**config.mk**
```make
export PLATFORM = sky130hd
export DESIGN_NAME = window_stack_hit_test_engine
export DESIGN_NICKNAME = d
export VERILOG_FILES = /design/src/rtl/core/wsht_pkg.sv /design/src/rtl/core/wsht_ctrl.sv /design/src/rtl/core/wsht_dpath.sv /design/src/rtl/core/window_stack_hit_test_engine.sv
export SDC_FILE = /design/constraint.sdc
export NUM_CORES = 2
export LEC_CHECK = 0
export BUFFER_PORTS_ARGS = -buffer_cell sky130_fd_sc_hd__buf_2
export CORE_MARGIN = 1
export CORE_UTILIZATION = 45
export DETAILED_ROUTE_END_ITERATION = 10
export PLACE_DENSITY = 0.63
export SYNTH_ARGS = -nofsm -noshare
export SYNTH_HDL_FRONTEND = slang
export SYNTH_HIERARCHICAL = 1
export SYNTH_SLANG_ARGS = --single-unit
export TNS_END_PERCENT = 30
```
**constraint.sdc**
```tcl
create_clock -name clock -period 7.91 [get_ports clock]
set_input_delay 0.791 -clock clock [delete_from_list [all_inputs] [get_ports clock]]
set_output_delay 0.791 -clock clock [all_outputs]
set_load 0.1 [all_outputs]
```
**src/rtl/core/wsht_pkg.sv**
```systemverilog
// wsht_pkg: shared types, codes and helpers of the window stack hit-test engine
// no dependencies; used by the controller, the datapath, the top level and the checker
package wsht_pkg;

   localparam int NumWindowsDefault = 16;

   localparam int CmdW   = 3;
   localparam int SlotW  = 4;
   localparam int CoordW = 12;
   localparam int StatW  = 2;
   localparam int CountW = 5;
   localparam int GrabW  = 13;
   localparam int CsrIdxW = 1;

   localparam int TitleH     = 12;
   localparam int CloseInset = 16;
   localparam int CloseW     = 14;
   localparam int CloseH     = 10;
   localparam int CloseDy    = 2;

   localparam logic [CoordW-1:0] ScreenWidthReset  = 12'd1024;
   localparam logic [CoordW-1:0] ScreenHeightReset = 12'd768;

   // command codes
   localparam logic [CmdW-1:0] CMD_CREATE     = 3'd0;
   localparam logic [CmdW-1:0] CMD_FIND       = 3'd1;
   localparam logic [CmdW-1:0] CMD_RAISE      = 3'd2;
   localparam logic [CmdW-1:0] CMD_CLOSE      = 3'd3;
   localparam logic [CmdW-1:0] CMD_DRAG_START = 3'd4;
   localparam logic [CmdW-1:0] CMD_DRAG_MOVE  = 3'd5;
   localparam logic [CmdW-1:0] CMD_DRAG_STOP  = 3'd6;
   localparam logic [CmdW-1:0] CMD_UNUSED     = 3'd7;

   // result status codes
   localparam logic [StatW-1:0] STAT_OK   = 2'd0;
   localparam logic [StatW-1:0] STAT_FULL = 2'd1;
   localparam logic [StatW-1:0] STAT_NONE = 2'd2;

   // configuration register indexes
   localparam logic [CsrIdxW-1:0] CSR_SCREEN_WIDTH  = 1'b0;
   localparam logic [CsrIdxW-1:0] CSR_SCREEN_HEIGHT = 1'b1;

   // datapath operations, one per cycle
   typedef enum logic [3:0] {
      OP_NONE,
      OP_CREATE,
      OP_RES_FULL,
      OP_RES_FAIL,
      OP_F_INIT,
      OP_F_ORD,
      OP_F_SLT,
      OP_F_CHK,
      OP_S_RD,
      OP_S_ACT,
      OP_P_RD,
      OP_P_NEXT,
      OP_SH_RD,
      OP_SH_WR,
      OP_P_FIN,
      OP_PUBLISH
   } dp_op_type;

   typedef struct packed {
      logic      load;
      dp_op_type op;
   } ctl_cmd_type;

   typedef struct packed {
      logic [CmdW-1:0] cmd;
      logic            full;
      logic            slot_ok;
      logic            idx_zero;
      logic            hit;
      logic            match;
      logic            shift_more;
      logic            rsp_busy;
   } dp_stat_type;

   typedef struct packed {
      logic [CoordW-1:0] left;
      logic [CoordW-1:0] top;
      logic [CoordW-1:0] width;
      logic [CoordW-1:0] height;
      logic [GrabW-1:0]  gdx;
      logic [GrabW-1:0]  gdy;
   } slot_rec_type;

   // keep one axis of a dragged window inside the screen
   function automatic logic [CoordW-1:0] clamp_axis(input logic signed [14:0] p,
                                                    input logic [CoordW-1:0] size,
                                                    input logic [CoordW-1:0] scr);
      logic signed [14:0] q;
      logic signed [14:0] s;
      logic signed [14:0] c;
      s = signed'({3'b000, size});
      c = signed'({3'b000, scr});
      q = (p < 15'sd0) ? 15'sd0 : p;
      if (q + s > c) begin
         q = (s > c) ? 15'sd0 : (c - s);
      end
      return q[CoordW-1:0];
   endfunction

endpackage

```
**src/rtl/core/wsht_ctrl.sv**
```systemverilog
// wsht_ctrl: command sequencer of the window stack hit-test engine
// depends on wsht_pkg; drives wsht_dpath through ctl_cmd_type
module wsht_ctrl (
   input  logic                 clock,
   input  logic                 reset,
   input  logic                 req_valid,
   output logic                 req_ready,
   input  wsht_pkg::dp_stat_type stat,
   output wsht_pkg::ctl_cmd_type ctl
);

   typedef enum logic [11:0] {
      ST_IDLE  = 12'b000000000001,
      ST_DISP  = 12'b000000000010,
      ST_F_ORD = 12'b000000000100,
      ST_F_SLT = 12'b000000001000,
      ST_F_CHK = 12'b000000010000,
      ST_S_ACT = 12'b000000100000,
      ST_P_RD  = 12'b000001000000,
      ST_P_CHK = 12'b000010000000,
      ST_SH_CK = 12'b000100000000,
      ST_SH_RD = 12'b001000000000,
      ST_SH_WR = 12'b010000000000,
      ST_DONE  = 12'b100000000000
   } state_type;

   state_type state_ff, state_in;

   assign req_ready = (state_ff == ST_IDLE);

   always_comb begin
      state_in = state_ff;
      ctl.load = 1'b0;
      ctl.op   = wsht_pkg::OP_NONE;
      case (state_ff)
         ST_IDLE: begin
            if (req_valid) begin
               ctl.load = 1'b1;
               state_in = ST_DISP;
            end
         end
         ST_DISP: begin
            case (stat.cmd)
               wsht_pkg::CMD_CREATE: begin
                  ctl.op   = stat.full ? wsht_pkg::OP_RES_FULL : wsht_pkg::OP_CREATE;
                  state_in = ST_DONE;
               end
               wsht_pkg::CMD_FIND: begin
                  ctl.op   = wsht_pkg::OP_F_INIT;
                  state_in = ST_F_ORD;
               end
               wsht_pkg::CMD_UNUSED: begin
                  ctl.op   = wsht_pkg::OP_RES_FAIL;
                  state_in = ST_DONE;
               end
               default: begin
                  if (stat.slot_ok) begin
                     ctl.op   = wsht_pkg::OP_S_RD;
                     state_in = ST_S_ACT;
                  end else begin
                     ctl.op   = wsht_pkg::OP_RES_FAIL;
                     state_in = ST_DONE;
                  end
               end
            endcase
         end
         ST_F_ORD: begin
            if (stat.idx_zero) begin
               ctl.op   = wsht_pkg::OP_RES_FAIL;
               state_in = ST_DONE;
            end else begin
               ctl.op   = wsht_pkg::OP_F_ORD;
               state_in = ST_F_SLT;
            end
         end
         ST_F_SLT: begin
            ctl.op   = wsht_pkg::OP_F_SLT;
            state_in = ST_F_CHK;
         end
         ST_F_CHK: begin
            ctl.op   = wsht_pkg::OP_F_CHK;
            state_in = stat.hit ? ST_DONE : ST_F_ORD;
         end
         ST_S_ACT: begin
            ctl.op = wsht_pkg::OP_S_ACT;
            if (stat.cmd == wsht_pkg::CMD_RAISE || stat.cmd == wsht_pkg::CMD_CLOSE) begin
               state_in = ST_P_RD;
            end else begin
               state_in = ST_DONE;
            end
         end
         ST_P_RD: begin
            ctl.op   = wsht_pkg::OP_P_RD;
            state_in = ST_P_CHK;
         end
         ST_P_CHK: begin
            if (stat.match) begin
               state_in = ST_SH_CK;
            end else begin
               ctl.op   = wsht_pkg::OP_P_NEXT;
               state_in = ST_P_RD;
            end
         end
         ST_SH_CK: begin
            if (stat.shift_more) begin
               state_in = ST_SH_RD;
            end else begin
               ctl.op   = wsht_pkg::OP_P_FIN;
               state_in = ST_DONE;
            end
         end
         ST_SH_RD: begin
            ctl.op   = wsht_pkg::OP_SH_RD;
            state_in = ST_SH_WR;
         end
         ST_SH_WR: begin
            ctl.op   = wsht_pkg::OP_SH_WR;
            state_in = ST_SH_CK;
         end
         ST_DONE: begin
            if (!stat.rsp_busy) begin
               ctl.op   = wsht_pkg::OP_PUBLISH;
               state_in = ST_IDLE;
            end
         end
         default: begin
            state_in = ST_IDLE;
         end
      endcase
   end

   always_ff @(posedge clock) begin
      if (reset) begin
         state_ff <= ST_IDLE;
      end else begin
         state_ff <= state_in;
      end
   end

endmodule

```
**src/rtl/core/wsht_dpath.sv**
```systemverilog
// wsht_dpath: window table, stacking order, hit test, drag math and result register
// depends on wsht_pkg; sequenced by wsht_ctrl
module wsht_dpath #(
   parameter int NUM_WINDOWS = wsht_pkg::NumWindowsDefault
) (
   input  logic                             clock,
   input  logic                             reset,
   input  wsht_pkg::ctl_cmd_type            ctl,
   output wsht_pkg::dp_stat_type            stat,
   input  logic [wsht_pkg::CmdW-1:0]        req_command,
   input  logic [wsht_pkg::SlotW-1:0]       req_slot,
   input  logic [wsht_pkg::CoordW-1:0]      req_pos_x,
   input  logic [wsht_pkg::CoordW-1:0]      req_pos_y,
   input  logic [wsht_pkg::CoordW-1:0]      req_size_w,
   input  logic [wsht_pkg::CoordW-1:0]      req_size_h,
   input  logic                             csr_we,
   input  logic [wsht_pkg::CsrIdxW-1:0]     csr_index,
   input  logic [wsht_pkg::CoordW-1:0]      csr_wdata,
   output logic                             rsp_valid,
   input  logic                             rsp_ready,
   output logic [wsht_pkg::StatW-1:0]       rsp_status,
   output logic [wsht_pkg::SlotW-1:0]       rsp_result_slot,
   output logic                             rsp_in_title_bar,
   output logic                             rsp_on_close_box,
   output logic [wsht_pkg::CoordW-1:0]      rsp_win_left,
   output logic [wsht_pkg::CoordW-1:0]      rsp_win_top,
   output logic [wsht_pkg::CountW-1:0]      rsp_open_count
);

   localparam int SW = (NUM_WINDOWS > 1) ? $clog2(NUM_WINDOWS) : 1;
   localparam int LW = $clog2(NUM_WINDOWS + 1);
   localparam int CW = wsht_pkg::CoordW;

   // request
   logic [wsht_pkg::CmdW-1:0]  cmd_ff;
   logic [wsht_pkg::SlotW-1:0] slot_ff;
   logic [CW-1:0]              px_ff, py_ff, sw_ff, sh_ff;

   // configuration
   logic [CW-1:0] scr_w_ff, scr_h_ff;

   // per-slot flags, stack length, walk index
   logic [NUM_WINDOWS-1:0] shown_ff, shown_in;
   logic [NUM_WINDOWS-1:0] drag_ff, drag_in;
   logic [LW-1:0]          len_ff, len_in;
   logic [LW-1:0]          idx_ff, idx_in;
   logic [SW-1:0]          cur_ff, cur_in;

   // memories
   wsht_pkg::slot_rec_type mem_slot [NUM_WINDOWS];
   wsht_pkg::slot_rec_type slot_rd_ff, slot_wd;
   logic [SW-1:0]          slot_ra, slot_wa;
   logic                   slot_we;
   logic [SW-1:0]          mem_order [NUM_WINDOWS];
   logic [SW-1:0]          order_rd_ff, order_wd, order_ra, order_wa;
   logic                   order_we;

   // pending result
   logic [wsht_pkg::StatW-1:0] res_stat_ff, res_stat_in;
   logic [wsht_pkg::SlotW-1:0] res_slot_ff, res_slot_in;
   logic                       res_title_ff, res_title_in;
   logic                       res_close_ff, res_close_in;
   logic [CW-1:0]              res_left_ff, res_left_in;
   logic [CW-1:0]              res_top_ff, res_top_in;

   // response register
   logic                        rsp_valid_ff;
   logic [wsht_pkg::StatW-1:0]  rsp_stat_ff;
   logic [wsht_pkg::SlotW-1:0]  rsp_slot_ff;
   logic                        rsp_title_ff, rsp_close_ff;
   logic [CW-1:0]               rsp_left_ff, rsp_top_ff;
   logic [wsht_pkg::CountW-1:0] rsp_count_ff;

   logic [SW-1:0] sidx;
   logic [SW-1:0] free_idx;
   logic          slot_ok;

   // hit test
   logic signed [14:0] hx, hy, hw, hh, mx, my, hxr, hbx;
   logic               in_rect, hit, title, closeb;

   // drag math
   logic signed [14:0] nx, ny;
   logic [CW-1:0]      new_left, new_top;

   assign sidx    = SW'(slot_ff);
   assign slot_ok = (32'(slot_ff) < NUM_WINDOWS) && shown_ff[sidx];

   // first free slot, last slot when every other one is taken
   always_comb begin
      free_idx = SW'(NUM_WINDOWS - 1);
      for (int i = NUM_WINDOWS - 2; i >= 0; i--) begin
         if (!shown_ff[i]) begin
            free_idx = SW'(i);
         end
      end
   end

   always_comb begin
      hx  = signed'({3'b000, slot_rd_ff.left});
      hy  = signed'({3'b000, slot_rd_ff.top});
      hw  = signed'({3'b000, slot_rd_ff.width});
      hh  = signed'({3'b000, slot_rd_ff.height});
      mx  = signed'({3'b000, px_ff});
      my  = signed'({3'b000, py_ff});
      hxr = hx + hw;
      hbx = hxr - 15'(wsht_pkg::CloseInset);
      in_rect = (mx >= hx) && (mx < hxr) && (my >= hy) && (my < hy + hh);
      hit     = in_rect && shown_ff[cur_ff];
      title   = (mx < hbx) && (my < hy + 15'(wsht_pkg::TitleH));
      closeb  = (mx >= hbx) && (mx < hbx + 15'(wsht_pkg::CloseW)) &&
                (my >= hy + 15'(wsht_pkg::CloseDy)) &&
                (my < hy + 15'(wsht_pkg::CloseDy + wsht_pkg::CloseH));
   end

   always_comb begin
      nx = signed'({3'b000, px_ff}) - signed'({{2{slot_rd_ff.gdx[12]}}, slot_rd_ff.gdx});
      ny = signed'({3'b000, py_ff}) - signed'({{2{slot_rd_ff.gdy[12]}}, slot_rd_ff.gdy});
      new_left = wsht_pkg::clamp_axis(nx, slot_rd_ff.width, scr_w_ff);
      new_top  = wsht_pkg::clamp_axis(ny, slot_rd_ff.height, scr_h_ff);
   end

   always_comb begin
      shown_in     = shown_ff;
      drag_in      = drag_ff;
      len_in       = len_ff;
      idx_in       = idx_ff;
      cur_in       = cur_ff;
      res_stat_in  = res_stat_ff;
      res_slot_in  = res_slot_ff;
      res_title_in = res_title_ff;
      res_close_in = res_close_ff;
      res_left_in  = res_left_ff;
      res_top_in   = res_top_ff;
      slot_ra  = sidx;
      slot_wa  = sidx;
      slot_we  = 1'b0;
      slot_wd  = slot_rd_ff;
      order_ra = SW'(idx_ff);
      order_wa = SW'(idx_ff);
      order_we = 1'b0;
      order_wd = order_rd_ff;
      case (ctl.op)
         wsht_pkg::OP_CREATE: begin
            slot_we  = 1'b1;
            slot_wa  = free_idx;
            slot_wd  = '{left: px_ff, top: py_ff, width: sw_ff, height: sh_ff,
                         gdx: '0, gdy: '0};
            order_we = 1'b1;
            order_wa = SW'(len_ff);
            order_wd = free_idx;
            shown_in[free_idx] = 1'b1;
            drag_in[free_idx]  = 1'b0;
            len_in       = len_ff + LW'(1);
            res_stat_in  = wsht_pkg::STAT_OK;
            res_slot_in  = wsht_pkg::SlotW'(free_idx);
            res_title_in = 1'b0;
            res_close_in = 1'b0;
            res_left_in  = px_ff;
            res_top_in   = py_ff;
         end
         wsht_pkg::OP_RES_FULL: begin
            res_stat_in  = wsht_pkg::STAT_FULL;
            res_slot_in  = '0;
            res_title_in = 1'b0;
            res_close_in = 1'b0;
            res_left_in  = '0;
            res_top_in   = '0;
         end
         wsht_pkg::OP_RES_FAIL: begin
            res_stat_in  = wsht_pkg::STAT_NONE;
            res_slot_in  = (cmd_ff == wsht_pkg::CMD_FIND || cmd_ff == wsht_pkg::CMD_UNUSED) ?
                           '0 : slot_ff;
            res_title_in = 1'b0;
            res_close_in = 1'b0;
            res_left_in  = '0;
            res_top_in   = '0;
         end
         wsht_pkg::OP_F_INIT: begin
            idx_in = len_ff;
         end
         wsht_pkg::OP_F_ORD: begin
            order_ra = SW'(idx_ff - LW'(1));
            idx_in   = idx_ff - LW'(1);
         end
         wsht_pkg::OP_F_SLT: begin
            cur_in  = order_rd_ff;
            slot_ra = order_rd_ff;
         end
         wsht_pkg::OP_F_CHK: begin
            if (hit) begin
               res_stat_in  = wsht_pkg::STAT_OK;
               res_slot_in  = wsht_pkg::SlotW'(cur_ff);
               res_title_in = title;
               res_close_in = closeb;
               res_left_in  = slot_rd_ff.left;
               res_top_in   = slot_rd_ff.top;
            end
         end
         wsht_pkg::OP_S_RD: begin
            slot_ra = sidx;
         end
         wsht_pkg::OP_S_ACT: begin
            res_stat_in  = wsht_pkg::STAT_OK;
            res_slot_in  = slot_ff;
            res_title_in = 1'b0;
            res_close_in = 1'b0;
            res_left_in  = slot_rd_ff.left;
            res_top_in   = slot_rd_ff.top;
            idx_in       = '0;
            case (cmd_ff)
               wsht_pkg::CMD_DRAG_START: begin
                  drag_in[sidx] = 1'b1;
                  slot_we     = 1'b1;
                  slot_wd.gdx = wsht_pkg::GrabW'({1'b0, px_ff}) -
                                wsht_pkg::GrabW'({1'b0, slot_rd_ff.left});
                  slot_wd.gdy = wsht_pkg::GrabW'({1'b0, py_ff}) -
                                wsht_pkg::GrabW'({1'b0, slot_rd_ff.top});
               end
               wsht_pkg::CMD_DRAG_MOVE: begin
                  if (drag_ff[sidx]) begin
                     slot_we      = 1'b1;
                     slot_wd.left = new_left;
                     slot_wd.top  = new_top;
                     res_left_in  = new_left;
                     res_top_in   = new_top;
                  end
               end
               wsht_pkg::CMD_DRAG_STOP: begin
                  drag_in[sidx] = 1'b0;
               end
               default: begin
               end
            endcase
         end
         wsht_pkg::OP_P_RD: begin
            order_ra = SW'(idx_ff);
         end
         wsht_pkg::OP_P_NEXT: begin
            idx_in = idx_ff + LW'(1);
         end
         wsht_pkg::OP_SH_RD: begin
            order_ra = SW'(idx_ff + LW'(1));
         end
         wsht_pkg::OP_SH_WR: begin
            order_we = 1'b1;
            order_wa = SW'(idx_ff);
            order_wd = order_rd_ff;
            idx_in   = idx_ff + LW'(1);
         end
         wsht_pkg::OP_P_FIN: begin
            if (cmd_ff == wsht_pkg::CMD_RAISE) begin
               order_we = 1'b1;
               order_wa = SW'(len_ff - LW'(1));
               order_wd = sidx;
            end else begin
               len_in        = len_ff - LW'(1);
               shown_in[sidx] = 1'b0;
               drag_in[sidx]  = 1'b0;
            end
         end
         default: begin
         end
      endcase
   end

   always_comb begin
      stat.cmd        = cmd_ff;
      stat.full       = (32'(len_ff) >= NUM_WINDOWS);
      stat.slot_ok    = slot_ok;
      stat.idx_zero   = (idx_ff == '0);
      stat.hit        = hit;
      stat.match      = (order_rd_ff == sidx);
      stat.shift_more = ({1'b0, idx_ff} + (LW+1)'(1)) < {1'b0, len_ff};
      stat.rsp_busy   = rsp_valid_ff && !rsp_ready;
   end

   // memories
   always_ff @(posedge clock) begin
      if (slot_we) begin
         mem_slot[slot_wa] <= slot_wd;
      end
      slot_rd_ff <= mem_slot[slot_ra];
   end

   always_ff @(posedge clock) begin
      if (order_we) begin
         mem_order[order_wa] <= order_wd;
      end
      order_rd_ff <= mem_order[order_ra];
   end

   // control state
   always_ff @(posedge clock) begin
      if (reset) begin
         shown_ff     <= '0;
         drag_ff      <= '0;
         len_ff       <= '0;
         scr_w_ff     <= wsht_pkg::ScreenWidthReset;
         scr_h_ff     <= wsht_pkg::ScreenHeightReset;
         rsp_valid_ff <= 1'b0;
      end else begin
         shown_ff <= shown_in;
         drag_ff  <= drag_in;
         len_ff   <= len_in;
         if (csr_we && csr_index == wsht_pkg::CSR_SCREEN_WIDTH) begin
            scr_w_ff <= csr_wdata;
         end
         if (csr_we && csr_index == wsht_pkg::CSR_SCREEN_HEIGHT) begin
            scr_h_ff <= csr_wdata;
         end
         if (ctl.op == wsht_pkg::OP_PUBLISH) begin
            rsp_valid_ff <= 1'b1;
         end else if (rsp_ready) begin
            rsp_valid_ff <= 1'b0;
         end
      end
   end

   // payload
   always_ff @(posedge clock) begin
      idx_ff       <= idx_in;
      cur_ff       <= cur_in;
      res_stat_ff  <= res_stat_in;
      res_slot_ff  <= res_slot_in;
      res_title_ff <= res_title_in;
      res_close_ff <= res_close_in;
      res_left_ff  <= res_left_in;
      res_top_ff   <= res_top_in;
      if (ctl.load) begin
         cmd_ff  <= req_command;
         slot_ff <= req_slot;
         px_ff   <= req_pos_x;
         py_ff   <= req_pos_y;
         sw_ff   <= req_size_w;
         sh_ff   <= req_size_h;
      end
      if (ctl.op == wsht_pkg::OP_PUBLISH) begin
         rsp_stat_ff  <= res_stat_ff;
         rsp_slot_ff  <= res_slot_ff;
         rsp_title_ff <= res_title_ff;
         rsp_close_ff <= res_close_ff;
         rsp_left_ff  <= res_left_ff;
         rsp_top_ff   <= res_top_ff;
         rsp_count_ff <= wsht_pkg::CountW'(len_ff);
      end
   end

   assign rsp_valid        = rsp_valid_ff;
   assign rsp_status       = rsp_stat_ff;
   assign rsp_result_slot  = rsp_slot_ff;
   assign rsp_in_title_bar = rsp_title_ff;
   assign rsp_on_close_box = rsp_close_ff;
   assign rsp_win_left     = rsp_left_ff;
   assign rsp_win_top      = rsp_top_ff;
   assign rsp_open_count   = rsp_count_ff;

endmodule

```
**src/rtl/core/window_stack_hit_test_engine.sv**
```systemverilog
// window_stack_hit_test_engine: top level, controller plus datapath
// depends on wsht_pkg, wsht_ctrl and wsht_dpath
//
// usage
//  - req channel (valid/ready): one command beat carries command, slot, pos and size;
//    create, find, raise, close, drag start, drag move, drag stop
//  - rsp channel (valid/ready): exactly one result beat per command, in order
//  - csr port: write-only, index 0 screen width, index 1 screen height (drag clamp);
//    write only while the block is idle
//  - find walks the stacking order from the top entry down and stops at the first hit;
//    raise and close search the order from the bottom for the slot, shift every entry
//    above it down by one, then raise puts the slot on top and close drops it
//  - the find walk reads one entry of the order memory and one window record per
//    step, the raise and close walk reads order entries only; each read is registered
//  - one command is in work at a time; req_ready is high only while the sequencer idles
//  - results sit in an output register, so the next command is accepted while
//    an earlier result still waits; a stalled rsp only holds a finished command
//  - reset: empty stack, every slot free, screen 1024 by 768, no clearing pass
module window_stack_hit_test_engine #(
   parameter int NUM_WINDOWS = wsht_pkg::NumWindowsDefault
) (
   input  logic                             clock,
   input  logic                             reset,
   // command channel
   input  logic                             req_valid,
   output logic                             req_ready,
   input  logic [wsht_pkg::CmdW-1:0]        req_command,
   input  logic [wsht_pkg::SlotW-1:0]       req_slot,
   input  logic [wsht_pkg::CoordW-1:0]      req_pos_x,
   input  logic [wsht_pkg::CoordW-1:0]      req_pos_y,
   input  logic [wsht_pkg::CoordW-1:0]      req_size_w,
   input  logic [wsht_pkg::CoordW-1:0]      req_size_h,
   // result channel
   output logic                             rsp_valid,
   input  logic                             rsp_ready,
   output logic [wsht_pkg::StatW-1:0]       rsp_status,
   output logic [wsht_pkg::SlotW-1:0]       rsp_result_slot,
   output logic                             rsp_in_title_bar,
   output logic                             rsp_on_close_box,
   output logic [wsht_pkg::CoordW-1:0]      rsp_win_left,
   output logic [wsht_pkg::CoordW-1:0]      rsp_win_top,
   output logic [wsht_pkg::CountW-1:0]      rsp_open_count,
   // configuration
   input  logic                             csr_we,
   input  logic [wsht_pkg::CsrIdxW-1:0]     csr_index,
   input  logic [wsht_pkg::CoordW-1:0]      csr_wdata
);

   wsht_pkg::ctl_cmd_type ctl;
   wsht_pkg::dp_stat_type stat;

   // sequencer: walks the stack one step per state
   wsht_ctrl u_ctrl (
      .clock     (clock),
      .reset     (reset),
      .req_valid (req_valid),
      .req_ready (req_ready),
      .stat      (stat),
      .ctl       (ctl)
   );

   // storage, compare and clamp logic, output register
   wsht_dpath #(
      .NUM_WINDOWS (NUM_WINDOWS)
   ) u_dpath (
      .clock            (clock),
      .reset            (reset),
      .ctl              (ctl),
      .stat             (stat),
      .req_command      (req_command),
      .req_slot         (req_slot),
      .req_pos_x        (req_pos_x),
      .req_pos_y        (req_pos_y),
      .req_size_w       (req_size_w),
      .req_size_h       (req_size_h),
      .csr_we           (csr_we),
      .csr_index        (csr_index),
      .csr_wdata        (csr_wdata),
      .rsp_valid        (rsp_valid),
      .rsp_ready        (rsp_ready),
      .rsp_status       (rsp_status),
      .rsp_result_slot  (rsp_result_slot),
      .rsp_in_title_bar (rsp_in_title_bar),
      .rsp_on_close_box (rsp_on_close_box),
      .rsp_win_left     (rsp_win_left),
      .rsp_win_top      (rsp_win_top),
      .rsp_open_count   (rsp_open_count)
   );

endmodule

```
==> flow_metrics.env <==
export IMPL_place_ws_ps=105
export IMPL_fin_util_pct=51.8
export IMPL_fmax_ghz=0.135
export IMPL_fin_crit_ps=7420
export IMPL_status="complete, no violations"
export IMPL_cts_tree="done"
export IMPL_core_area_sq_mm=0.150
export IMPL_finalCritPeriodShare_pct=93.8
export IMPL_nNetsFinal=5038
export IMPL_end_kind="register"
export IMPL_rsz0062_at_grt="false"
export IMPL_tightest_slew_ps=1110
export IMPL_slew_violations=0
export IMPL_rrSetupSlack_ps=490
export IMPL_cts_setup_buffers=0
export IMPL_drtIter0Drc=4097
export IMPL_ioPinCount=112
export IMPL_startpoint="u_dpath/px_ff[9]"
export IMPL_drive_above_1_share_pct=19.3
export IMPL_yosysTopAreaCell="edfxtp_1"
export IMPL_die_h_um=392
export IMPL_power_density_mw_per_mm2=270
export IMPL_synth_seq_cells=1533
export IMPL_cts_made_buffers=160
export IMPL_r2r_end="u_dpath/mem_slot[4][63]"
export IMPL_routed_wirelength_um=189000
export IMPL_clockBufferDepth=3
export IMPL_critPathKind="register to register"
export IMPL_grt_pass1_wl_um=275000
export IMPL_setup_slack_ps=490
export IMPL_fin_tns_setup_ps=0
export IMPL_reg2reg_depth=27
export IMPL_num_vias=41200
export IMPL_area_delta_synth_final_pct=13.9
export IMPL_drc=0
export IMPL_antenna_left=0
export IMPL_finalSetupViolCount=0
export IMPL_yosys_warnings=6
export IMPL_hold_violations=0
export IMPL_antenna_found_initial=11
export IMPL_min_path_type="input pin to register"
export IMPL_rows=142
export IMPL_ys_seq_area_share_pct=65.0
export IMPL_synth_simple_area_share_pct=7.20
export IMPL_start_kind="register"
export IMPL_dieWidth_um=392
export IMPL_synth_top_family_by_area="multiplexers"
export IMPL_gp_congestion=0.945
export IMPL_clk_latency_ps=820
export IMPL_synthCells=4527
export IMPL_postSynthAreaPerCell_sq_um=15.1
export IMPL_skew_ps=60.6
export IMPL_yosys_area_top_type_share_pct=60.6
export IMPL_synth_cell_types=107
export IMPL_grt_max_degree=97
export IMPL_overflow=0
export IMPL_grt_pass1_vias=40500
export IMPL_wl_per_cell_um=27.4
export IMPL_port_buffers=111
export IMPL_synth_fa_ha_area_share_pct=4.26
export IMPL_start_util_pct=45.5
export IMPL_relSlewSlack_pct=26.0
export IMPL_synthTopCellsByArea="edfxtp_1, mux4_2, dfxtp_1, ha_1, nand2_1"
export IMPL_ctsHtreeMaxLevel=4
export IMPL_drv_cap=0
export IMPL_firstDrtPassIters=6
export IMPL_yosys_most_used_dff="edfxtp_1"
export IMPL_synthXorXnorAreaFrac_pct=1.90
export IMPL_place_hpwl_um=119000
export IMPL_die_area_sq_mm=0.154
export IMPL_leakagePower_nw=26.6
export IMPL_grtUsageTotal_pct=24.7
export IMPL_r2r_start="u_dpath/px_ff[9]"
export IMPL_crit_arrival_ps=7790
export IMPL_crit_fanout=16
export IMPL_cts_clk_slew_worst_paths_ps=60
export IMPL_synth_compound_area_share_pct=7.92
export IMPL_viasPerCell=5.97
export IMPL_root_buffer="clkbuf_16"
export IMPL_netlist_area_sq_mm=0.0685
export IMPL_synth_area_mux_share_pct=11.5
export IMPL_async_flop_share_pct=0
export IMPL_synth_edff_count=1381
export IMPL_crit_end="u_dpath/mem_slot[4][63]"
export IMPL_cts_num_sinks=1533
export IMPL_synth_nets=4821
export IMPL_cp_data_required_time_ps=8290
export IMPL_ir_drop_mv=0.213
-- cells by family after synthesis --
logic type	Yosys count
flip-flops	1533
AND/OR/NAND/NOR	1035
AO/OA/AOI/OAI	834
buffers and inverters	375
multiplexers	375
adder cells (fa/ha/maj)	228
XOR/XNOR	147
-- routing by layer --
metal  track usage, %  routed length, um  vias to the layer above
met3             4.03              13900                      300
met4             7.64               5280                       12
met5                0                 92                        -
li1                 -                  -                    18100
met1             34.0              78900                    21200
met2             40.2              90800                     1571
-- repair_timing --
action,in CTS,in global routing
setup endpoints to repair,0,260
hold buffers,0,0
resized for setup,0,20
-- layout by cell type (no fill, tap or decap), types with 35 or more instances in the layout --
cell type  synthesis  final
dfxtp_1          152    152
buf_4              4    133
clkbuf_16          0    161
nor2_1           199    181
nor2b_1           39     39
o21ai_0          162    159
nand3_1           67     64
a22oi_1           46     46
and2_1            95     95
nor3_1            47     46
xnor2_1           96     96
clkbuf_1         155     35
edfxtp_1        1381   1381
a211oi_1          94     94
ha_1             211    211
xor2_1            49     49
nand2_1          435    435
inv_1            160    160
buf_2             23    111
a21o_1            57     56
a31oi_1           95     95
mux4_2           326    326
a21oi_1          184    175
-- synth_stat cells, types with 8 or more instances --
| master | instances |
|---|---|
| a211oi_1 | 94 |
| a21o_1 | 57 |
| a21oi_1 | 184 |
| a221o_1 | 9 |
| a22oi_1 | 46 |
| a31oi_1 | 95 |
| and2_1 | 95 |
| and3_1 | 12 |
| buf_1 | 29 |
| buf_2 | 23 |
| clkbuf_1 | 155 |
| dfxtp_1 | 152 |
| edfxtp_1 | 1381 |
| fa_1 | 10 |
| ha_1 | 211 |
| inv_1 | 160 |
| mux2_4 | 8 |
| mux2i_1 | 32 |
| mux4_2 | 326 |
| nand2_1 | 435 |
| nand2b_1 | 28 |
| nand3_1 | 67 |
| nand3b_1 | 10 |
| nand4_1 | 22 |
| nor2_1 | 199 |
| nor2b_1 | 39 |
| nor3_1 | 47 |
| nor4_1 | 11 |
| o2111ai_1 | 8 |
| o211ai_1 | 11 |
| o21a_1 | 25 |
| o21ai_0 | 162 |
| o21ai_1 | 10 |
| o21bai_1 | 18 |
| o22ai_1 | 21 |
| o31ai_1 | 14 |
| or2_2 | 9 |
| or3_1 | 12 |
| xnor2_1 | 96 |
| xor2_1 | 49 |
-- state kept, by name, summed over array words and instances (netlist names), 16 cells and up --
name,count
u_dpath/mem_slot,1184
u_dpath/shown_ff,16
u_dpath/drag_ff,16
u_dpath/mem_order,64
u_dpath/slot_rd_ff,26
-- layout make-up --
class / count / area [sq um]
Timing Repair Buffer: 270 / 2070
Inverter: 160 / 601
Fill cell: 12300 / 72500
Sequential cell: 1533 / 44500
Antenna cell: 3 / 7.51
Tap cell: 2016 / 2520
Clock buffer: 210 / 4350
Clock inverter: 88 / 1100
Multi-Input combinational cell: 2619 / 22800
-- worst min path at each step --
stage	cells after the start	from	endpoint
after CTS	1	req_size_h[4]	u_dpath/sh_ff[4]
after detailed placement	0	u_dpath/res_slot_ff[0]	u_dpath/rsp_result_slot[0]
after global routing	1	req_size_h[4]	u_dpath/sh_ff[4]
after global placement	0	u_dpath/res_stat_ff[0]	u_dpath/rsp_status[0]
final	1	req_size_h[8]	u_dpath/sh_ff[8]
after floorplan	0	u_dpath/res_title_ff	u_dpath/rsp_in_title_bar
-- power breakdown --
group / switching, mW / leakage (nW) / total (mW) / internal (mW)
clock: 3.26 / 2.63 / 7.69 / 4.43
combinational: 2.42 / 10.3 / 4.02 / 1.60
sequential: 0.190 / 13.7 / 9.37 / 9.18
-- critical path, cell delays in order, from the launching register on --
cell	delay [ps]
edfxtp_1	540
ha_1	400
and4b_1	270
a22oi_1	210
o211ai_1	270
or2_1	320
and2_1	190
ha_1	280
a21o_1	180
nor2_1	200
a21oi_1	130
a221oi_1	330
o21ai_0	120
a32o_1	260
and2_1	200
or2_2	300
maj3_1	350
nand2_1	90
xnor2_1	120
ha_1	260
a21o_1	160
a221oi_1	280
a211oi_1	170
nor3_1	190
nand3_1	90
mux2_4	430
mux2_4	250
nand3_1	380
-- metrics by stage --
stage / cell area, sq um / total power, mW / std cells / hold WS (ps)
after global routing: 77900 / 21.9 / 6896 / 96.7
after CTS: 77800 / 21.1 / 6896 / 73.1
after detailed placement: 72400 / 13.5 / 6598 / 414
final: 77900 / 21.1 / 6899 / 140
after global placement: 72400 / 13.5 / 6598 / 409
after floorplan: 68500 / 12.3 / 4527 / 400
No activity file was read; power rests on OpenSTA's default activity.
